===== config.mk =====
export PLATFORM = sky130hd
export DESIGN_NAME = token_bucket_wait_calc_flat
export DESIGN_NICKNAME = d
export VERILOG_FILES = /design/src/rtl/tbwc_pkg.sv /design/src/rtl/tbwc_req_if.sv /design/src/rtl/tbwc_rsp_if.sv /design/src/rtl/token_bucket_wait_calc.sv /design/src/rtl/tbwc_ctrl.sv /design/src/rtl/tbwc_dp.sv /design/src/flat_wrapper.sv
export SDC_FILE = /design/constraint.sdc
export NUM_CORES = 2
export LEC_CHECK = 0
export BUFFER_PORTS_ARGS = -buffer_cell sky130_fd_sc_hd__buf_2
export CORE_MARGIN = 1.5
export CORE_UTILIZATION = 60
export CTS_BUF_LIST = sky130_fd_sc_hd__clkbuf_8
export CTS_CLUSTER_DIAMETER = 80
export DETAILED_ROUTE_END_ITERATION = 16
export GPL_TIMING_DRIVEN = 0
export PLACE_DENSITY_LB_ADDON = 0.2
export SYNTH_ARGS = -nofsm -noshare
export SYNTH_HDL_FRONTEND = slang
export SYNTH_SLANG_ARGS = --single-unit

===== constraint.sdc =====
create_clock -name clk_i -period 22.1 [get_ports clk_i]
set_input_delay 2.21 -clock clk_i [delete_from_list [all_inputs] [get_ports clk_i]]
set_output_delay 2.21 -clock clk_i [all_outputs]
set_load 0.05 [all_outputs]

===== src/rtl/tbwc_pkg.sv =====
// shared constants and control types of the token bucket wait calculator
package tbwc_pkg;

  // register fields
  localparam int unsigned CAP_W      = 16;
  localparam int unsigned PERIOD_W   = 24;
  localparam int unsigned FULL_W     = CAP_W + PERIOD_W;

  // configuration port
  localparam int unsigned CFG_IDX_W  = 2;
  localparam int unsigned CFG_DATA_W = 24;
  localparam logic [CFG_IDX_W-1:0] REG_CAPACITY = 2'd0;
  localparam logic [CFG_IDX_W-1:0] REG_PERIOD   = 2'd1;

  // reset values of the registers
  localparam logic [CAP_W-1:0]    CAPACITY_RST = 16'd1;
  localparam logic [PERIOD_W-1:0] PERIOD_RST   = 24'd1000;
  localparam logic [FULL_W-1:0]   FULL_RST     = 40'd1000;

  // credit is signed and floored at -2^48
  localparam int unsigned CREDIT_W   = 49;
  // refill time above 2^49 always fills the bucket
  localparam int unsigned ELAPSED_W  = 50;
  localparam int unsigned PROD_W     = ELAPSED_W + CAP_W;
  localparam int unsigned DEBT_W     = 49;
  localparam int unsigned REM_W      = CAP_W;

  // sequencing
  localparam int unsigned MUL_STEPS  = CAP_W;
  localparam int unsigned DIV_STEPS  = DEBT_W;
  localparam int unsigned CNT_W      = 6;

  // commands from the controller to the datapath
  typedef struct packed {
    logic accept;    // take the request beat, start the refill product
    logic mul_step;  // one shift-add step of elapsed times capacity
    logic refill;    // add the product, cap at a full bucket
    logic charge;    // take one period, floor the debt, load the divider
    logic div_step;  // one restoring division step of debt by capacity
    logic out_load;  // round up, clip and load the result register
  } tbwc_cmd_t;

  // status from the datapath
  typedef struct packed {
    logic out_free;  // result register empty or emptied in this cycle
  } tbwc_stat_t;

endpackage


===== src/rtl/tbwc_req_if.sv =====
// request channel: one timestamp per beat
interface tbwc_req_if #(
  parameter int unsigned TIME_BITS = 48
);
  logic                 valid;
  logic                 ready;
  logic [TIME_BITS-1:0] now_time;

  modport source (output valid, output now_time, input ready);
  modport sink   (input valid, input now_time, output ready);
endinterface


===== src/rtl/tbwc_rsp_if.sv =====
// response channel: one wait time and saturation flag per beat
interface tbwc_rsp_if #(
  parameter int unsigned WAIT_BITS = 32
);
  logic                 valid;
  logic                 ready;
  logic [WAIT_BITS-1:0] wait_time;
  logic                 saturated;

  modport source (output valid, output wait_time, output saturated, input ready);
  modport sink   (input valid, input wait_time, input saturated, output ready);
endinterface


===== src/rtl/token_bucket_wait_calc.sv =====
// Token bucket rate limiter with debt: each request beat carries a millisecond timestamp and
// yields one beat with the wait in milliseconds (zero when credit stays non-negative, else the
// debt divided by capacity rounded up) and a flag set when the debt floor or the wait ceiling
// clipped it. Credit is kept in units of 1/period_ms of a token: elapsed time refills elapsed
// times bucket_capacity, up to capacity times period, and each request costs period_ms. The
// first request after reset or a register write refills nothing but records the time; a write to either
// register reloads a full bucket. A request passes from acceptance to the result beat through
// 16 shift-add steps for the refill product, the refill and charge updates and 49 restoring division
// steps, one request in flight at a time. The result sits in an output register, so the next
// request may be accepted while the previous beat waits on the response channel.
module token_bucket_wait_calc #(
  parameter int unsigned TIME_BITS = 48,
  parameter int unsigned WAIT_BITS = 32
) (
  input  logic                            clk_i,
  input  logic                            rst_ni,
  input  logic                            cfg_we_i,
  input  logic [tbwc_pkg::CFG_IDX_W-1:0]  cfg_idx_i,
  input  logic [tbwc_pkg::CFG_DATA_W-1:0] cfg_wdata_i,
  tbwc_req_if.sink                        req_i,
  tbwc_rsp_if.source                      rsp_o
);
  import tbwc_pkg::*;

  tbwc_cmd_t  cmd;
  tbwc_stat_t stat;

  // sequencer
  tbwc_ctrl u_ctrl (
    .clk_i       (clk_i),
    .rst_ni      (rst_ni),
    .req_valid_i (req_i.valid),
    .req_ready_o (req_i.ready),
    .stat_i      (stat),
    .cmd_o       (cmd)
  );

  // arithmetic and state
  tbwc_dp #(
    .TIME_BITS (TIME_BITS),
    .WAIT_BITS (WAIT_BITS)
  ) u_dp (
    .clk_i       (clk_i),
    .rst_ni      (rst_ni),
    .cfg_we_i    (cfg_we_i),
    .cfg_idx_i   (cfg_idx_i),
    .cfg_wdata_i (cfg_wdata_i),
    .now_time_i  (req_i.now_time),
    .cmd_i       (cmd),
    .stat_o      (stat),
    .rsp_ready_i (rsp_o.ready),
    .rsp_valid_o (rsp_o.valid),
    .wait_time_o (rsp_o.wait_time),
    .saturated_o (rsp_o.saturated)
  );

endmodule


===== src/rtl/tbwc_ctrl.sv =====
// sequencer of the token bucket wait calculator
module tbwc_ctrl (
  input  logic               clk_i,
  input  logic               rst_ni,
  input  logic               req_valid_i,
  output logic               req_ready_o,
  input  tbwc_pkg::tbwc_stat_t stat_i,
  output tbwc_pkg::tbwc_cmd_t  cmd_o
);
  import tbwc_pkg::*;

  localparam logic [2:0] S_IDLE   = 3'd0;
  localparam logic [2:0] S_MUL    = 3'd1;
  localparam logic [2:0] S_REFILL = 3'd2;
  localparam logic [2:0] S_CHARGE = 3'd3;
  localparam logic [2:0] S_DIV    = 3'd4;
  localparam logic [2:0] S_FIN    = 3'd5;

  localparam logic [CNT_W-1:0] MulLast = CNT_W'(MUL_STEPS - 1);
  localparam logic [CNT_W-1:0] DivLast = CNT_W'(DIV_STEPS - 1);

  logic [2:0]       state_q, state_d;
  logic [CNT_W-1:0] cnt_q, cnt_d;
  logic             accept;

  assign req_ready_o = (state_q == S_IDLE);
  assign accept      = req_valid_i && req_ready_o;

  // next state, step counter and commands
  always_comb begin
    state_d = state_q;
    cnt_d   = cnt_q;
    cmd_o   = '0;
    unique case (state_q)
      S_IDLE: begin
        if (accept) begin
          cmd_o.accept = 1'b1;
          cnt_d        = '0;
          state_d      = S_MUL;
        end
      end
      S_MUL: begin
        cmd_o.mul_step = 1'b1;
        if (cnt_q == MulLast) begin
          state_d = S_REFILL;
        end else begin
          cnt_d = cnt_q + 1'b1;
        end
      end
      S_REFILL: begin
        cmd_o.refill = 1'b1;
        state_d      = S_CHARGE;
      end
      S_CHARGE: begin
        cmd_o.charge = 1'b1;
        cnt_d        = '0;
        state_d      = S_DIV;
      end
      S_DIV: begin
        cmd_o.div_step = 1'b1;
        if (cnt_q == DivLast) begin
          state_d = S_FIN;
        end else begin
          cnt_d = cnt_q + 1'b1;
        end
      end
      S_FIN: begin
        // hold until the result register can take the beat
        if (stat_i.out_free) begin
          cmd_o.out_load = 1'b1;
          state_d        = S_IDLE;
        end
      end
      default: begin
        state_d = S_IDLE;
      end
    endcase
  end

  // state registers
  always_ff @(posedge clk_i or negedge rst_ni) begin
    if (!rst_ni) begin
      state_q <= S_IDLE;
      cnt_q   <= '0;
    end else begin
      state_q <= state_d;
      cnt_q   <= cnt_d;
    end
  end

  // an accepted request starts the refill product next cycle
  a_accept_to_mul: assert property (@(posedge clk_i) disable iff (!rst_ni)
    accept |=> (state_q == S_MUL && cnt_q == '0))
    else $error("accepted request did not start the multiply");

  // counter stays within the division length
  a_div_count: assert property (@(posedge clk_i) disable iff (!rst_ni)
    (state_q == S_DIV) |-> (cnt_q <= DivLast))
    else $error("division step count out of range");

  // a loaded result returns the sequencer to idle
  a_load_to_idle: assert property (@(posedge clk_i) disable iff (!rst_ni)
    cmd_o.out_load |=> (state_q == S_IDLE))
    else $error("sequencer did not return to idle after a result");

endmodule


===== src/rtl/tbwc_dp.sv =====
// datapath: bucket state, serial multiply, serial divide, result register
module tbwc_dp #(
  parameter int unsigned TIME_BITS = 48,
  parameter int unsigned WAIT_BITS = 32
) (
  input  logic                               clk_i,
  input  logic                               rst_ni,
  input  logic                               cfg_we_i,
  input  logic [tbwc_pkg::CFG_IDX_W-1:0]     cfg_idx_i,
  input  logic [tbwc_pkg::CFG_DATA_W-1:0]    cfg_wdata_i,
  input  logic [TIME_BITS-1:0]               now_time_i,
  input  tbwc_pkg::tbwc_cmd_t                cmd_i,
  output tbwc_pkg::tbwc_stat_t               stat_o,
  input  logic                               rsp_ready_i,
  output logic                               rsp_valid_o,
  output logic [WAIT_BITS-1:0]               wait_time_o,
  output logic                               saturated_o
);
  import tbwc_pkg::*;

  localparam int unsigned EXT_W = (TIME_BITS > ELAPSED_W) ? TIME_BITS : ELAPSED_W;
  localparam logic [ELAPSED_W-1:0] ElapsedMax = ELAPSED_W'(1) << (ELAPSED_W - 1);
  localparam int unsigned SUM_W = PROD_W + 2;
  localparam int unsigned CHG_W = CREDIT_W + 1;
  localparam logic [CHG_W-1:0] CreditFloor = -(CHG_W'(1) << (CREDIT_W - 1));
  localparam logic [DEBT_W-1:0] WaitMax = DEBT_W'((64'd1 << WAIT_BITS) - 64'd1);

  // configuration and bucket state
  logic [CAP_W-1:0]     capacity_q, capacity_d;
  logic [PERIOD_W-1:0]  period_q, period_d;
  logic [FULL_W-1:0]    full_q;
  logic [CREDIT_W-1:0]  credit_q, credit_d;
  logic                 started_q, started_d;
  logic [TIME_BITS-1:0] last_q, last_d;
  logic                 cfg_hit;

  // serial units
  logic [PROD_W-1:0]    mcand_q;
  logic [CAP_W-1:0]     mplier_q;
  logic [PROD_W-1:0]    acc_q;
  logic [DEBT_W-1:0]    dvd_q;
  logic [REM_W-1:0]     rem_q;
  logic                 sat_q;

  // result register
  logic                 out_valid_q;
  logic [WAIT_BITS-1:0] wait_q;
  logic                 sat_out_q;

  // request side values
  logic [TIME_BITS-1:0] last_eff;
  logic                 forward;
  logic [TIME_BITS-1:0] elapsed;
  logic [EXT_W-1:0]     elapsed_ext;
  logic [ELAPSED_W-1:0] elapsed_clip;

  // update values
  logic signed [SUM_W-1:0] refill_sum;
  logic signed [SUM_W-1:0] full_ext;
  logic signed [CHG_W-1:0] charged;
  logic                    floor_hit;
  logic [CHG_W-1:0]        credit_chg;
  logic [REM_W:0]          rem_shift;
  logic                    rem_ge;
  logic [DEBT_W-1:0]       wait_full;
  logic                    wait_clip;

  // zero in a register acts as one
  always_comb begin
    capacity_d = capacity_q;
    period_d   = period_q;
    cfg_hit    = 1'b0;
    if (cfg_we_i) begin
      unique case (cfg_idx_i)
        REG_CAPACITY: begin
          capacity_d = (cfg_wdata_i[CAP_W-1:0] == '0) ? CAP_W'(1) : cfg_wdata_i[CAP_W-1:0];
          cfg_hit    = 1'b1;
        end
        REG_PERIOD: begin
          period_d = (cfg_wdata_i == '0) ? PERIOD_W'(1) : cfg_wdata_i;
          cfg_hit  = 1'b1;
        end
        default: begin
          cfg_hit = 1'b0;
        end
      endcase
    end
  end

  // elapsed time, backwards time refills nothing, clipped where it fills anyway
  always_comb begin
    last_eff     = started_q ? last_q : now_time_i;
    forward      = now_time_i > last_eff;
    elapsed      = forward ? (now_time_i - last_eff) : '0;
    elapsed_ext  = EXT_W'(elapsed);
    elapsed_clip = (elapsed_ext > EXT_W'(ElapsedMax)) ? ElapsedMax
                                                       : elapsed_ext[ELAPSED_W-1:0];
  end

  // refill capped at a full bucket, then charge one period with a floor
  always_comb begin
    refill_sum = $signed({{(SUM_W - CREDIT_W){credit_q[CREDIT_W-1]}}, credit_q})
               + $signed({2'b00, acc_q});
    full_ext   = $signed(SUM_W'(full_q));
    charged    = $signed({credit_q[CREDIT_W-1], credit_q})
               - $signed(CHG_W'(period_q));
    floor_hit  = charged < $signed(CreditFloor);
    credit_chg = floor_hit ? CreditFloor : charged;
  end

  // restoring division step and final rounding
  always_comb begin
    rem_shift = {rem_q, dvd_q[DEBT_W-1]};
    rem_ge    = rem_shift >= (REM_W + 1)'(capacity_q);
    wait_full = dvd_q + DEBT_W'(rem_q != '0);
    wait_clip = wait_full > WaitMax;
  end

  // bucket state updates
  always_comb begin
    credit_d  = credit_q;
    started_d = started_q;
    last_d    = last_q;
    if (cfg_hit) begin
      credit_d  = CREDIT_W'(FULL_W'(capacity_d) * FULL_W'(period_d));
      started_d = 1'b0;
    end else if (cmd_i.accept) begin
      started_d = 1'b1;
      last_d    = forward ? now_time_i : last_eff;
    end else if (cmd_i.refill) begin
      credit_d = (refill_sum > full_ext) ? CREDIT_W'(full_q) : refill_sum[CREDIT_W-1:0];
    end else if (cmd_i.charge) begin
      credit_d = credit_chg[CREDIT_W-1:0];
    end
  end

  // control and configuration registers
  always_ff @(posedge clk_i or negedge rst_ni) begin
    if (!rst_ni) begin
      capacity_q  <= CAPACITY_RST;
      period_q    <= PERIOD_RST;
      full_q      <= FULL_RST;
      credit_q    <= CREDIT_W'(FULL_RST);
      started_q   <= 1'b0;
      last_q      <= '0;
      out_valid_q <= 1'b0;
    end else begin
      capacity_q <= capacity_d;
      period_q   <= period_d;
      if (cfg_hit) begin
        full_q <= FULL_W'(capacity_d) * FULL_W'(period_d);
      end
      credit_q  <= credit_d;
      started_q <= started_d;
      last_q    <= last_d;
      if (cmd_i.out_load) begin
        out_valid_q <= 1'b1;
      end else if (rsp_ready_i) begin
        out_valid_q <= 1'b0;
      end
    end
  end

  // serial multiply, serial divide and result payload
  always_ff @(posedge clk_i) begin
    if (cmd_i.accept) begin
      mcand_q  <= PROD_W'(elapsed_clip);
      mplier_q <= capacity_q;
      acc_q    <= '0;
    end else if (cmd_i.mul_step) begin
      if (mplier_q[0]) begin
        acc_q <= acc_q + mcand_q;
      end
      mcand_q  <= mcand_q << 1;
      mplier_q <= mplier_q >> 1;
    end
    if (cmd_i.charge) begin
      sat_q <= floor_hit;
      dvd_q <= credit_chg[CHG_W-1] ? DEBT_W'(-credit_chg) : '0;
      rem_q <= '0;
    end else if (cmd_i.div_step) begin
      dvd_q <= {dvd_q[DEBT_W-2:0], rem_ge};
      rem_q <= rem_ge ? REM_W'(rem_shift - (REM_W + 1)'(capacity_q)) : rem_shift[REM_W-1:0];
    end
    if (cmd_i.out_load) begin
      wait_q    <= wait_clip ? WaitMax[WAIT_BITS-1:0] : wait_full[WAIT_BITS-1:0];
      sat_out_q <= sat_q || wait_clip;
    end
  end

  assign stat_o.out_free = !out_valid_q || rsp_ready_i;
  assign rsp_valid_o     = out_valid_q;
  assign wait_time_o     = wait_q;
  assign saturated_o     = sat_out_q;

  // credit never exceeds a full bucket
  a_credit_cap: assert property (@(posedge clk_i) disable iff (!rst_ni)
    credit_q[CREDIT_W-1] || (credit_q[CREDIT_W-2:0] <= (CREDIT_W - 1)'(full_q)))
    else $error("credit above full bucket");

  // a result is loaded only into a free register
  a_load_free: assert property (@(posedge clk_i) disable iff (!rst_ni)
    cmd_i.out_load |-> (!out_valid_q || rsp_ready_i))
    else $error("result register overwritten");

  // a loaded result is offered in the next cycle
  a_load_valid: assert property (@(posedge clk_i) disable iff (!rst_ni)
    cmd_i.out_load |=> rsp_valid_o)
    else $error("loaded result not offered");

endmodule


===== src/flat_wrapper.sv =====
// flat-port wrapper written by rule: the top's interface ports become plain ports
module token_bucket_wait_calc_flat import tbwc_pkg::*;
#(
  parameter int unsigned TIME_BITS = 48,
  parameter int unsigned WAIT_BITS = 32
)
  (clk_i, rst_ni, cfg_we_i, cfg_idx_i, cfg_wdata_i, req_i_valid, req_i_now_time, req_i_ready, rsp_o_valid, rsp_o_wait_time, rsp_o_saturated, rsp_o_ready);
  tbwc_req_if #(.TIME_BITS(TIME_BITS)) req_i_i ();
  tbwc_rsp_if #(.WAIT_BITS(WAIT_BITS)) rsp_o_i ();
  input  logic clk_i;
  input  logic rst_ni;
  input  logic cfg_we_i;
  input  logic [tbwc_pkg::CFG_IDX_W-1:0] cfg_idx_i;
  input  logic [tbwc_pkg::CFG_DATA_W-1:0] cfg_wdata_i;
  input wire logic [$bits(req_i_i.valid)-1:0] req_i_valid;
  input wire logic [$bits(req_i_i.now_time)-1:0] req_i_now_time;
  output wire logic [$bits(req_i_i.ready)-1:0] req_i_ready;
  output wire logic [$bits(rsp_o_i.valid)-1:0] rsp_o_valid;
  output wire logic [$bits(rsp_o_i.wait_time)-1:0] rsp_o_wait_time;
  output wire logic [$bits(rsp_o_i.saturated)-1:0] rsp_o_saturated;
  input wire logic [$bits(rsp_o_i.ready)-1:0] rsp_o_ready;
  assign req_i_i.valid = req_i_valid;
  assign req_i_i.now_time = req_i_now_time;
  assign req_i_ready = req_i_i.ready;
  assign rsp_o_valid = rsp_o_i.valid;
  assign rsp_o_wait_time = rsp_o_i.wait_time;
  assign rsp_o_saturated = rsp_o_i.saturated;
  assign rsp_o_i.ready = rsp_o_ready;
  token_bucket_wait_calc #(.TIME_BITS(TIME_BITS), .WAIT_BITS(WAIT_BITS)) u_core (.clk_i(clk_i), .rst_ni(rst_ni), .cfg_we_i(cfg_we_i), .cfg_idx_i(cfg_idx_i), .cfg_wdata_i(cfg_wdata_i), .req_i(req_i_i), .rsp_o(rsp_o_i));
endmodule

# Word level (Yosys, flattened, before mapping)
# Cells that the tools add are included.
# classes
add_sub_neg,8
multipliers,2
div,0
order_cmp,6
eq_ne,15
n_shift,0
muxes,47
n_bitwise,1
n_reduce_logical,21
# op_table
op,count
49-bit 2-to-1 mux,8
50-bit 2-to-1 mux,4
48-bit 2-to-1 mux,3
16-bit 2-to-1 mux,6
16-bit by 24-bit multiplier with 40-bit output,2
24-bit 2-to-1 mux,3
49-bit by 67-bit adder with 68-bit output,1
68-bit by 41-bit > comparator with 1-bit output,1
66-bit adder,1
48-bit by 50-bit > comparator with 1-bit output (second input constant),1
50-bit by 49-bit < comparator with 1-bit output (second input constant),1
49-bit by 25-bit subtractor with 50-bit output,1
49-bit by 1-bit adder with 49-bit output,1
49-bit by 32-bit > comparator with 1-bit output (second input constant),1
49-bit negator,1
48-bit > comparator,1
48-bit subtractor,1
24-bit logical NOT,1
6-bit case mux with 4 select lines,1
6-bit 2-to-1 mux,3
3-bit case mux with 6 select lines,1
17-bit by 16-bit greater-or-equal comparator with 1-bit output,1
16-bit logical NOT,1
16-bit nonzero test,1
24 further kinds,54
# totals
regBits,435
latch_bits,0
mem_bits_rw,0
romBits,0
inputBits,79
output_inout_bits,35
elab_cells,118
mem_count,0

# Depth between registers and ports, before layout
# logic_depth
depth_word,7
ltp_mapped,34
ltp_nobuf,33

# Modules after synthesis
# A second synthesis with hierarchy kept.
# unflattened
hier_cells,5551
hier_area_um2,46667.3
# modules_own_cells
module,n_inst,cells_per_inst,area_each_um2,seq_area_each_um2
tbwc_dp,1,5474,46015.4,10939.2
tbwc_ctrl,1,77,651.9,225.2

# Worst setup path before layout
# Ideal clock, no wire load.
# synth_timing
kind,input -> register
start,input cfg_we_i
end,register u_core.u_dp.credit_q[37]
arrival_ps,10002
t_required_ps,21982
slack_ps,11979
path_stages,29
cell_sequence,nor2b_1 > clkbuf_1 > nand2_1 > buf_1 > mux2i_1 > clkinv_1 > nand2_1 > fa_1 > fa_1 > inv_1 > fa_1 > fa_1 > fa_1 > inv_1 > fa_1 > inv_1 > ha_1 > a41oi_1 > o21ai_0 > a221o_1 > a22o_1 > a221o_1 > a31oi_1 > o211a_1 > nand2b_1 > a211oi_1 > or3_1 > o21ai_0 > a21o_1
# synth_between
elab_chain_cells,3
elab_cells_between_ends,8
cone_classes,mul: 1; eq/ne: 1; mux: 4; reduce/logical: 2
# synth_rtl
item,line,text
from (decl),flat_wrapper.sv:12,input logic cfg_we_i;
24-bit 2-to-1 mux,tbwc_dp.sv:73,if (cfg_we_i) begin
via u_core.u_dp.period_d[2],tbwc_dp.sv:30,"logic [PERIOD_W-1:0] period_q, period_d;"
16-bit by 24-bit multiplier with 40-bit output,tbwc_dp.sv:125,credit_d = CREDIT_W'(FULL_W'(capacity_d) * FULL_W'(period_d));
49-bit 2-to-1 mux,tbwc_dp.sv:124,if (cfg_hit) begin
to (signal assigned),tbwc_dp.sv:143,credit_q <= CREDIT_W'(FULL_RST);
to (signal assigned),tbwc_dp.sv:153,credit_q <= credit_d;
to (decl),tbwc_dp.sv:32,"logic [CREDIT_W-1:0] credit_q, credit_d;"
# The timed path passes the listed nets, and every way through them passes these cells.
# A chain may end at the register's enable or synchronous reset.

# Worst setup path after layout
# Ends and elaborated chain as after synthesis.

==> flow_summary.yaml <==
sta:
  report.final.slew_viol_count: 0
  post-route-period-util_pct: 56.4
  clock.fmax_ghz: 0.0802
  tightest_slew_ns: 1.32
  final.setup.tns_ns: 0
  finalSetupViolCount: 0
  timing.final.hold_violations: 0
  timing.clock.skew_ns: 0.0643
  layout_min_cycle_time_ns: 12.47
  headroom_to_the_max_slew_limit_pct: 9.24
  unrepaired_setup_endpoints_after_global_routing: "false"
hold_path:
  hold_path_class: "reg -> reg"
logic_synthesis:
  synth-async-reset-ratio_pct: 43.2
  synth_top_family_by_area: "adder cells"
  synthAdderAreaFrac_pct: 24.1
  postSynth.topFlopCell: "dfrtp_1"
  synth.ff_latch_count: 435
  syn-instance-count: 5394
  synthMuxAreaShare_pct: 3.91
  synth-xor-area-share_pct: 5.45
  synthesis.nets: 6161
  netlist-cell-type-count: 95
  synthDominantAreaCellType: "fa_1"
  synthesis.area_per_instance_sq_um: 8.42
  synth_seq_area_share_pct: 24.6
  yosysWarnings: 0
  count_of_flip_flops_with_a_built_in_enable_after_synthesis: 149
  synthDominantCellAreaShare_pct: 13.7
  synth.cell_area_sq_um: 45400
  synth_top_cells_by_area: "fa_1 (14%), ha_1 (10%), edfxtp_1 (9.8%), dfrtp_1 (9.3%), nand2_1 (6.5%)"
  synth-simple-area-share_pct: 17.2
  synth-compound-area-share_pct: 18.4
floorplan:
  die_h_um: 278
  io_pins: 114
  floorplan_die_width_um: 278
  placementRows: 100
  start_util_pct: 60.8
  die_area_sq_um: 77400
  placeableCoreArea_sq_um: 74700
placement:
  final_replace_weighted_congestion: 1.05
  number_of_buffers_inserted_by_port_buffering: 113
  place_area_sq_um: 47300
  detailedPlacementHpwl_um: 121000
layout:
  finish.net_count: 6362
  multi_input_comb_area_sq_um: 31400
  post_route_cells_drive_above_1_share_pct: 6.59
  post-route-cell-area_sq_um: 48900
  layout-area-overhead-vs-synth_pct: 7.64
  fillCellCount: 6537
  seqCellArea_sq_um: 11200
  finalCoreUtilization_pct: 65.5
run:
  cap_violations: 0
global_route:
  first_global_vias: 40400
  grt_pass1_wl_um: 231000
  grt_max_degree: 100
  antenna_found_initial: 7
  grt.total_usage_pct: 38.6
  grt-ovfl-total: 0
worst_setup_path:
  critical-path-top-cell-by-count: "fa_1"
  slowest_stage: "mux2i_1"
  timing.critical_path.arrival_ns: 13.06
  critical_path_required_ns: 22.69
  critical_path_peak_fanout: 10
  cp-end-kind: "flop"
  critical_path.max_stage_delay_ns: 1.02
  category_of_the_critical_setup_timing_path: "in -> reg"
  start_kind: "input pin"
drt:
  viasPerCell: 6.27
  routed_wire_length_per_instance_um: 22.6
  routed-via-count: 41600
  drt_first_iter_violations: 4069
  firstDrtPassIters: 8
  detail_route.wirelength_um: 150000
  post-route-drc-count: 0
  postRouteAntennaNets: 0
clock_tree:
  cts_tree: "done"
  htreeDepth: 3
  clock_insertion_delay_worst_skew_ns: 0.73
  buffers_inserted_during_post_cts_setup_optimization: 0
  cts.path.max_buffers: 3
  ctsResizeCount: 0
  cts_num_sinks: 435
  ctsHoldBuffers: 0
  cts.reportedPaths.clkPinSlew_ns: 0.06
  clk_root_buffer_cell: "clkbuf_8"
  cts-buffers-inserted: 83
status:
  run_status: "complete, no violations"
## logic make-up (layout without fill, tap and decap cells)
family                     Yosys count  in the layout
muxes                              169            169
adders and majority gates          688            688
other                                0              1
buffers and inverters              759           1029
AOI/OAI and AO/OA                 1313           1313
and+or+nand+nor                   1747           1747
DFF                                435            435
xor gates and xnor gates           283            283
## layer usage
layer / GRT usage [%] / up-vias / part of all wire [%]
li1: - / 19100 / -
met1: 50.2 / 19900 / 40
met2: 59.3 / 2056 / 44
met3: 8.92 / 478 / 9.7
met4: 22.3 / 10 / 6.6
met5: 0 / - / 0.040
## sequential cells by signal (all words and copies together), names as in the netlist
register and cells:
u_core.u_dp.acc_q 66, u_core.u_dp.rsp_valid_o 1, u_core.u_dp.started_q 1, u_core.u_dp.full_q 40
u_core.u_dp.period_q 24, u_core.u_ctrl.cnt_q 6, u_core.u_dp.rem_q 16, u_core.u_dp.dvd_q 49
u_core.u_dp.mplier_q 16, u_core.u_dp.wait_time_o 32, u_core.u_dp.last_q 48, u_core.u_dp.capacity_q 16
u_core.u_dp.sat_q 1, u_core.u_dp.saturated_o 1, u_core.u_ctrl.state_q 3, u_core.u_dp.credit_q 49
u_core.u_dp.mcand_q 66
## through the flow
stage,instances,hold WS (ns),setup WS [ns]
3_5_place_dp,6479,0.466,9.29
4_1_cts,6633,0.474,10.03
3_3_place_gp,6476,0.460,9.31
5_1_grt,6634,0.496,9.33
6_report,6634,0.472,9.63
2_1_floorplan,5394,0.448,11.98
## final cells by class
class                      instances  share of cell area, %
antenna                            1                0.00512
buffer                           206                   1.68
clock buffer                      94                   2.65
clock inverter                    60                  0.619
inverter                         553                   4.24
multi-input combinational       4200                   64.2
sequential                       435                   22.8
tap                              969                   2.48
timing repair buffer             116                   1.30
## critical path, delay by kind of cell
| kind | cells | cell delay, ns |
|---|---|---|
| buf+inv | 7 | 2.27 |
| mux | 1 | 1.02 |
| simple gates | 5 | 1.19 |
| fa+ha+maj | 7 | 3.47 |
| compound gates | 12 | 2.89 |
## placed cells by master, fill, tap and decap left out, types with 21 or more instances in the layout
cell type	instances
o21bai_1	44
dfxtp_1	98
a21o_1	148
nor2_1	400
nor3_1	85
nand3_1	99
nand2_1	790
a31oi_1	35
inv_1	569
a21oi_1	384
nor2b_1	36
nor4_1	31
o31ai_1	55
buf_1	21
clkbuf_1	172
nand4_1	79
a211oi_1	37
o21ai_0	316
or3_1	25
mux2i_1	98
dfrtp_1	169
nand2b_1	42
clkbuf_8	94
fa_1	311
edfxtp_1	149
mux2_2	69
o21a_1	43
ha_1	377
xor2_1	118
buf_2	118
o211ai_1	35
and3_1	50
xnor2_1	165
clkinv_1	25
and2_1	42
## cell usage after synthesis, drive strengths merged, types with 15 or more instances
library cell and number:
nand2 792, inv 537, nor2 401, a21oi 384
ha 377, o21ai 322, fa 311, clkbuf 172
dfrtp 169, xnor2 165, edfxtp 149, a21o 148
xor2 118, mux2i 100, nand3 99, dfxtp 98
nor3 87, nand4 80, mux2 69, o31ai 56
and3 50, o21bai 45, and2 43, o21a 43
nand2b 42, a211oi 38, nor2b 36, a31oi 35
o211ai 35, buf 34, nor4 31, or3 25
a21boi 21, dfstp 19, a22o 18, clkinv 16
a221o 15
## worst paths after layout
check	from	endpoint	slack, ns	depth (start not counted)
min in group asynchronous	rst_ni	u_core.u_ctrl.state_q[2]	1.48	1
worst max register to register	u_core.u_dp.capacity_q[2]	u_core.u_dp.credit_q[37]	12.60	28
worst min-delay path	u_core.u_dp.mcand_q[50]	u_core.u_dp.mcand_q[51]	0.47	2
max in group asynchronous	rst_ni	u_core.u_dp.period_q[8]	19.53	2
worst min register to register	u_core.u_dp.mcand_q[50]	u_core.u_dp.mcand_q[51]	0.47	2
worst max-delay path	cfg_we_i	u_core.u_dp.credit_q[37]	9.63	32
Power is not shown: default switching activity piles up to over one toggle a cycle in this logic, so the estimate is an artifact.
